## src/fdf_pkg.sv

```systemverilog
// Shared types and codes for the flooding duplicate filter.
// No dependencies; used by fdf_cache and flood_duplicate_filter.
package fdf_pkg;

  localparam int ADDR_W  = 16;
  localparam int SEQ_W   = 16;
  localparam int HOPS_W  = 8;
  localparam int KEY_W   = ADDR_W + SEQ_W;
  localparam int COUNT_W = 32;
  localparam int ROLE_W  = 2;
  localparam int VERD_W  = 2;

  localparam logic [ROLE_W-1:0] ROLE_GATEWAY = 2'd0;
  localparam logic [ROLE_W-1:0] ROLE_RELAY   = 2'd1;
  localparam logic [ROLE_W-1:0] ROLE_SENSOR  = 2'd2;
  localparam logic [ROLE_W-1:0] ROLE_RESET   = ROLE_RELAY;

  localparam logic [VERD_W-1:0] VERDICT_DUPLICATE = 2'd0;
  localparam logic [VERD_W-1:0] VERDICT_CONSUMED  = 2'd1;
  localparam logic [VERD_W-1:0] VERDICT_FORWARDED = 2'd2;
  localparam logic [VERD_W-1:0] VERDICT_EXHAUSTED = 2'd3;

  typedef enum logic [3:0] {
    ST_IDLE  = 4'b0001,
    ST_SCAN  = 4'b0010,
    ST_DRAIN = 4'b0100,
    ST_DONE  = 4'b1000
  } state_t;

endpackage

```

## src/fdf_cache.sv

```systemverilog
// Ring cache storage for the duplicate filter: one write port, one read port
// with registered read data. Depends on fdf_pkg for the key width.
module fdf_cache #(
  parameter int DEPTH = 32,
  parameter int AW    = 5
) (
  input  logic                     clk,
  input  logic                     wr_en,
  input  logic [AW-1:0]            wr_addr,
  input  logic [fdf_pkg::KEY_W-1:0] wr_data,
  input  logic [AW-1:0]            rd_addr,
  output logic [fdf_pkg::KEY_W-1:0] rd_data
);

  logic [fdf_pkg::KEY_W-1:0] mem [DEPTH];

  always_ff @(posedge clk) begin
    if (wr_en) begin
      mem[wr_addr] <= wr_data;
    end
  end

  always_ff @(posedge clk) begin
    rd_data <= mem[rd_addr];
  end

endmodule

```

## src/flood_duplicate_filter.sv

```systemverilog
// Each accepted header is compared against the cache by a walk over every entry
// through its single read port, one entry per cycle; the input stays stalled until the
// result word is loaded, so no new header is taken before the last one is through.
// Reset (rst, synchronous): clears counters, write pointer, fill count and
// handshake state and sets the role register to relay; the cache needs no
// clearing pass, since entries at or above the fill count never match.
module flood_duplicate_filter #(
  parameter int CACHE_ENTRIES = 32
) (
  input  logic                        clk,
  input  logic                        rst,
  // configuration
  input  logic                        cfg_write,
  input  logic [fdf_pkg::ROLE_W-1:0]  cfg_data,
  // input channel
  input  logic                        in_valid,
  output logic                        in_stall,
  input  logic [fdf_pkg::ADDR_W-1:0]  source_address,
  input  logic [fdf_pkg::SEQ_W-1:0]   sequence_number,
  input  logic [fdf_pkg::HOPS_W-1:0]  hops_left,
  // output channel
  output logic                        out_valid,
  input  logic                        out_stall,
  output logic [fdf_pkg::VERD_W-1:0]  verdict,
  output logic                        rebroadcast,
  output logic [fdf_pkg::HOPS_W-1:0]  new_hops_left,
  output logic [fdf_pkg::COUNT_W-1:0] duplicate_count,
  output logic [fdf_pkg::COUNT_W-1:0] received_count,
  output logic [fdf_pkg::COUNT_W-1:0] forwarded_count
);

  // Address width of the cache and width of the fill count (holds DEPTH).
  localparam int AW = (CACHE_ENTRIES > 1) ? $clog2(CACHE_ENTRIES) : 1;
  localparam int FW = $clog2(CACHE_ENTRIES + 1);
  localparam logic [AW-1:0] LAST_IDX = AW'(CACHE_ENTRIES - 1);
  localparam logic [FW-1:0] FULL     = FW'(CACHE_ENTRIES);

  fdf_pkg::state_t state, state_next;

  logic [fdf_pkg::ROLE_W-1:0]  role;
  logic [fdf_pkg::ADDR_W-1:0]  src;
  logic [fdf_pkg::SEQ_W-1:0]   seq;
  logic [fdf_pkg::HOPS_W-1:0]  hops;
  logic [AW-1:0]               idx;
  logic [AW-1:0]               write_pointer;
  logic [FW-1:0]               fill;
  logic                        rd_live;
  logic                        hit;
  logic [fdf_pkg::KEY_W-1:0]   rd_data;
  logic [fdf_pkg::KEY_W-1:0]   key;
  logic                        in_take;
  logic                        out_free;
  logic                        finish;
  logic                        store;

  logic [fdf_pkg::COUNT_W-1:0] duplicates_seen;
  logic [fdf_pkg::COUNT_W-1:0] packets_accepted;
  logic [fdf_pkg::COUNT_W-1:0] packets_relayed;

  assign key      = {src, seq};
  assign in_stall = (state != fdf_pkg::ST_IDLE);
  assign in_take  = in_valid && !in_stall;
  // The result slot is free when empty or when its word leaves this cycle.
  assign out_free = !out_valid || !out_stall;
  assign finish   = (state == fdf_pkg::ST_DONE) && out_free;
  assign store    = finish && !hit;

  // Counters stay put while a result waits, so they drive the count
  // fields directly.
  assign duplicate_count = duplicates_seen;
  assign received_count  = packets_accepted;
  assign forwarded_count = packets_relayed;

  fdf_cache #(
    .DEPTH (CACHE_ENTRIES),
    .AW    (AW)
  ) u_cache (
    .clk     (clk),
    .wr_en   (store),
    .wr_addr (write_pointer),
    .wr_data (key),
    .rd_addr (idx),
    .rd_data (rd_data)
  );

  // Sequencer: accept, walk every entry, compare the last read, decide.
  always_comb begin
    state_next = state;
    case (state)
      fdf_pkg::ST_IDLE: begin
        if (in_take) state_next = fdf_pkg::ST_SCAN;
      end
      fdf_pkg::ST_SCAN: begin
        if (idx == LAST_IDX) state_next = fdf_pkg::ST_DRAIN;
      end
      fdf_pkg::ST_DRAIN: begin
        state_next = fdf_pkg::ST_DONE;
      end
      fdf_pkg::ST_DONE: begin
        if (out_free) state_next = fdf_pkg::ST_IDLE;
      end
      default: begin
        state_next = fdf_pkg::ST_IDLE;
      end
    endcase
  end

  always_ff @(posedge clk) begin
    if (rst) begin
      state <= fdf_pkg::ST_IDLE;
    end else begin
      state <= state_next;
    end
  end

  // Configuration: to be written only while idle; the user is bound to this, the block does not enforce it.
  always_ff @(posedge clk) begin
    if (rst) begin
      role <= fdf_pkg::ROLE_RESET;
    end else if (cfg_write) begin
      role <= cfg_data;
    end
  end

  // Capture the header and restart the walk on accept.
  always_ff @(posedge clk) begin
    if (in_take) begin
      src  <= source_address;
      seq  <= sequence_number;
      hops <= hops_left;
    end
  end

  always_ff @(posedge clk) begin
    if (rst) begin
      idx <= '0;
    end else if (in_take) begin
      idx <= '0;
    end else if (state == fdf_pkg::ST_SCAN && idx != LAST_IDX) begin
      idx <= idx + AW'(1);
    end
  end

  // Shared compare unit: one entry per cycle, each compared in the cycle after
  // its read address. An entry counts only below the fill count.
  always_ff @(posedge clk) begin
    if (rst) begin
      rd_live <= 1'b0;
      hit     <= 1'b0;
    end else begin
      rd_live <= (state == fdf_pkg::ST_SCAN) && (FW'(idx) < fill);
      if (in_take) begin
        hit <= 1'b0;
      end else if (rd_live && rd_data == key) begin
        hit <= 1'b1;
      end
    end
  end

  // Ring write pointer and fill count; advance only when a new pair is stored.
  always_ff @(posedge clk) begin
    if (rst) begin
      write_pointer <= '0;
      fill          <= '0;
    end else if (store) begin
      if (write_pointer == LAST_IDX) begin
        write_pointer <= '0;
      end else begin
        write_pointer <= write_pointer + AW'(1);
      end
      if (fill != FULL) begin
        fill <= fill + FW'(1);
      end
    end
  end

  // Decide the verdict and bump the counters when the result is loaded.
  always_ff @(posedge clk) begin
    if (rst) begin
      duplicates_seen  <= '0;
      packets_accepted <= '0;
      packets_relayed  <= '0;
    end else if (finish) begin
      if (hit) begin
        duplicates_seen <= duplicates_seen + 32'd1;
      end else begin
        packets_accepted <= packets_accepted + 32'd1;
        if (role == fdf_pkg::ROLE_RELAY && hops != '0) begin
          packets_relayed <= packets_relayed + 32'd1;
        end
      end
    end
  end

  always_ff @(posedge clk) begin
    if (finish) begin
      new_hops_left <= hops;
      rebroadcast   <= 1'b0;
      if (hit) begin
        verdict <= fdf_pkg::VERDICT_DUPLICATE;
      end else if (role == fdf_pkg::ROLE_RELAY) begin
        if (hops != '0) begin
          verdict       <= fdf_pkg::VERDICT_FORWARDED;
          rebroadcast   <= 1'b1;
          new_hops_left <= hops - 8'd1;
        end else begin
          verdict <= fdf_pkg::VERDICT_EXHAUSTED;
        end
      end else begin
        verdict <= fdf_pkg::VERDICT_CONSUMED;
      end
    end
  end

  // Result word: hold until taken, load when the slot is free.
  always_ff @(posedge clk) begin
    if (rst) begin
      out_valid <= 1'b0;
    end else if (finish) begin
      out_valid <= 1'b1;
    end else if (!out_stall) begin
      out_valid <= 1'b0;
    end
  end

endmodule

```

## config.mk

```make
export PLATFORM = sky130hd
export DESIGN_NAME = flood_duplicate_filter
export DESIGN_NICKNAME = d
export VERILOG_FILES = /design/src/fdf_pkg.sv /design/src/fdf_cache.sv /design/src/flood_duplicate_filter.sv
export SDC_FILE = /design/constraint.sdc
export NUM_CORES = 1
export LEC_CHECK = 0
export BUFFER_PORTS_ARGS = -buffer_cell sky130_fd_sc_hd__buf_2
export CAP_MARGIN = 20
export CORE_ASPECT_RATIO = 0.6
export CORE_MARGIN = 3
export CORE_UTILIZATION = 23
export CTS_CLUSTER_DIAMETER = 200
export CTS_CLUSTER_SIZE = 12
export DETAILED_ROUTE_END_ITERATION = 10
export PLACE_DENSITY = 0.38
export SLEW_MARGIN = 20
export SYNTH_ARGS = -nofsm -noshare
export SYNTH_HDL_FRONTEND = slang
export SYNTH_HIERARCHICAL = 1
export SYNTH_SLANG_ARGS = --single-unit
```

## constraint.sdc

```tcl
create_clock -name clk -period 6.9 [get_ports clk]
set_input_delay 1.38 -clock clk [delete_from_list [all_inputs] [get_ports clk]]
set_output_delay 1.38 -clock clk [all_outputs]
set_load 0.005 [all_outputs]
```

==> impl_metrics.toml <==
[placement]
placedInstanceArea_um2 = 52580
port_buffers = 155
hpwl_um = 83940
gp_congestion = 0.7188

[floorplanning]
dieArea_um2 = 215200
coreArea_um2 = 207200
placementRows = 129
die_h_um = 360.5
start_util_pct = 23.25
boundaryPins = 156
die_x_um = 596.9

[clock_network]
cts_resized = 0
insertion_delay_ps = 730
cts_setup_buffers = 0
clockBufferDepth = 3
path_clk_slew_ps = 70
cts_made_buffers = 112
cts_hold_buffers = 0
clock_sinks = 1228
cts_tree = "built"
clock-root-buffer = "clkbuf_16"
htreeDepth = 3

[worst_setup_path]
worstSetupPathType = "flop to flop"
critPathMaxFanout = 19
cp.required_ps = 7300
cp.arrival_ps = 5060
endpoint_kind = "flop"
crit_path_start_kind = "flop"
reg2reg_depth = 6

[global_route]
overflow = 0
grt_pass1_wl_um = 196000
grt_pass1_vias = 25810
grt_max_degree = 99
grt_util_all_layers_pct = 12.30
grt_antenna_before_repair = 10

[yosys]
async_reset_ff_share_pct = 0
syn_area_um2 = 48180
synth-simple-area-share_pct = 6.305
synthFlopType = "edfxtp_1"
ys_seq_area_share_pct = 73.35
yosysUniqueCellTypes = 49
syn_inst = 3065
synth_fa_ha_area_share_pct = 0.3895
synth_edf_count = 1075
syn_nets = 3127
ys_ff_latch = 1228
synthXorXnorAreaFrac_pct = 1.763
yosys_warnings = 6
synth_top_family_by_area = "multiplexers"
synthMuxAreaShare_pct = 10.78
syn_area_per_cell_um2 = 15.72
synth_compound_area_share_pct = 5.365

[sta]
setup_viol = 0
slew_violations = 0
rsz0062_at_grt = "no"
skew_ps = 58.83
slew_headroom_pct = 28.71
final_hold_viol_count = 0
fin_setup_tns_ps = 0
period_minus_slack_ps = 4661
fin_crit_sh_pct = 67.55
tightestPinTransition_ps = 1066
clock.fmax_mhz = 214.6

[drt]
post_drt_wl_per_cell_um = 22.28
antenna_left = 0
drc = 0
first_iter_violations = 1955
wirelength_um = 136300
vias = 26670
vias_per_cell = 4.359
drt_pass1_iterations = 5

[pwr]
p_sw_share_pct = 21.90
clockPowerShare_pct = 40.5
p_switching_w = 0.003192
pwr_density_cell_nw_per_um2 = 259.5
p_int_w = 0.01138
irDropWorstVdd_v = 0.0002004
comb_power_share_pct = 3.4
p_leak_nw = 16.70
seq_power_share_pct = 56.1

[final_layout]
syn2layout_area_growth_pct = 16.56
regArea_um2 = 35350
postLayoutCellArea_um2 = 56160
drive_gt1_share_pct = 12.46
fillers = 21050
final_net_count = 3328
multiInputGateArea_um2 = 12150

[run]
drv_cap = 0

[run_status]
status = "finished, final reports clean"

[worst_hold_path]
holdPathStages = 2
hold_class = "flop to flop"
registers in the layout (all words and copies together) (netlist names):
name / flops
role: 2
verdict: 2
state: 4
out_valid: 1
forwarded_count: 32
u_cache/mem: 1024
seq: 16
fill: 6
received_count: 32
src: 16
hops: 8
idx: 5
write_pointer: 5
duplicate_count: 32
rebroadcast: 1
rd_live: 1
new_hops_left: 8
hit: 1
u_cache/rd_data: 32
cell usage after synthesis, drive strengths merged, types with 53 or more instances:
cell type | number | area share, %
clkbuf | 74 | 0.59
a22oi | 96 | 1.5
nand3 | 139 | 1.4
dfxtp | 153 | 6.4
nand2 | 148 | 1.2
nor3 | 53 | 0.55
xnor2 | 68 | 1.2
nor2 | 122 | 0.95
mux2i | 519 | 11
buf | 85 | 1.2
a22o | 65 | 1.2
edfxtp | 1075 | 67
a21oi | 148 | 1.5
power by group through the flow:
| stage | sequential [W] | combinational [W] | clock [W] |
|---|---|---|---|
| final | 0.00818 | 0.000489 | 0.00591 |
| after global routing | 0.00817 | 0.000537 | 0.00644 |
| after CTS | 0.00818 | 0.000512 | 0.00615 |
| after detailed placement | 0.00834 | 0.000513 | 0 |
| after global placement | 0.00834 | 0.000513 | 0 |
| after floorplan | 0.00841 | 0.000190 | 0 |
worst max-delay path: stages (launching register included):
cell and delay, ps:
dfxtp_1 380, nor4b_1 750, nand3_1 550, inv_1 530
nand3b_1 810, nor2_4 940, buf_4 380
layer usage:
metal  routed length (um)  track usage (%)
met5                   13                0
met4                 2190            2.220
met2                54330            16.59
met3                 4965            1.883
met1                74830            20.29
cell usage in the layout (no fill, tap or decap), drive strengths merged, types with 36 or more instances in the layout:
cell       n
a21oi    148
a22o      65
a22oi     96
buf      246
clkbuf   203
dfxtp    153
edfxtp  1075
mux2i    519
nand2    148
nand3    139
nand4     38
nor2     122
nor3      53
o21ai     36
xnor2     68
path summary, 6_finish.rpt:
check	endpoint	slack, ps	startpoint
max	u_cache/mem[1][15]	2240	state[2]
min	duplicate_count[31]	490	duplicate_count[31]
max reg2reg	u_cache/mem[1][15]	2240	state[2]
min reg2reg	duplicate_count[31]	490	duplicate_count[31]
cell type report:
cell class	instances	area share, %
Sequential cell	1228	62.94
Multi-Input combinational cell	1650	21.63
Tap cell	2751	6.129
Clock buffer	203	5.636
Timing Repair Buffer	246	3.204
Clock inverter	7	0.2562
Inverter	28	0.1871
Antenna cell	5	0.02228
through the flow:
| stage | total power [W] | cells | hold WS [ps] | setup slack, ps | util [%] |
|---|---|---|---|---|---|
| after floorplan | 0.008601 | 3065 | 468.2 | 2390 | - |
| after global placement | 0.008851 | 5884 | 472.5 | 1832 | 25.31 |
| after detailed placement | 0.008852 | 5890 | 480.1 | 1738 | 25.37 |
| after CTS | 0.01483 | 6100 | 489.1 | 2211 | 26.97 |
| after global routing | 0.01515 | 6114 | 503.6 | 1767 | 27.10 |
| final | 0.01458 | 6118 | 492.4 | 2239 | 27.10 |
cell families (layout without fill, tap and decap cells):
family | Yosys count | count (layout)
AO/OA/AOI/OAI | 399 | 399
XOR/XNOR | 97 | 97
buffers and inverters | 187 | 484
adder cells (fa/ha/maj) | 15 | 15
flip-flops | 1228 | 1228
other | 0 | 5
AND/OR/NAND/NOR | 620 | 620
multiplexers | 519 | 519
Power figures use the tool's default switching activity.
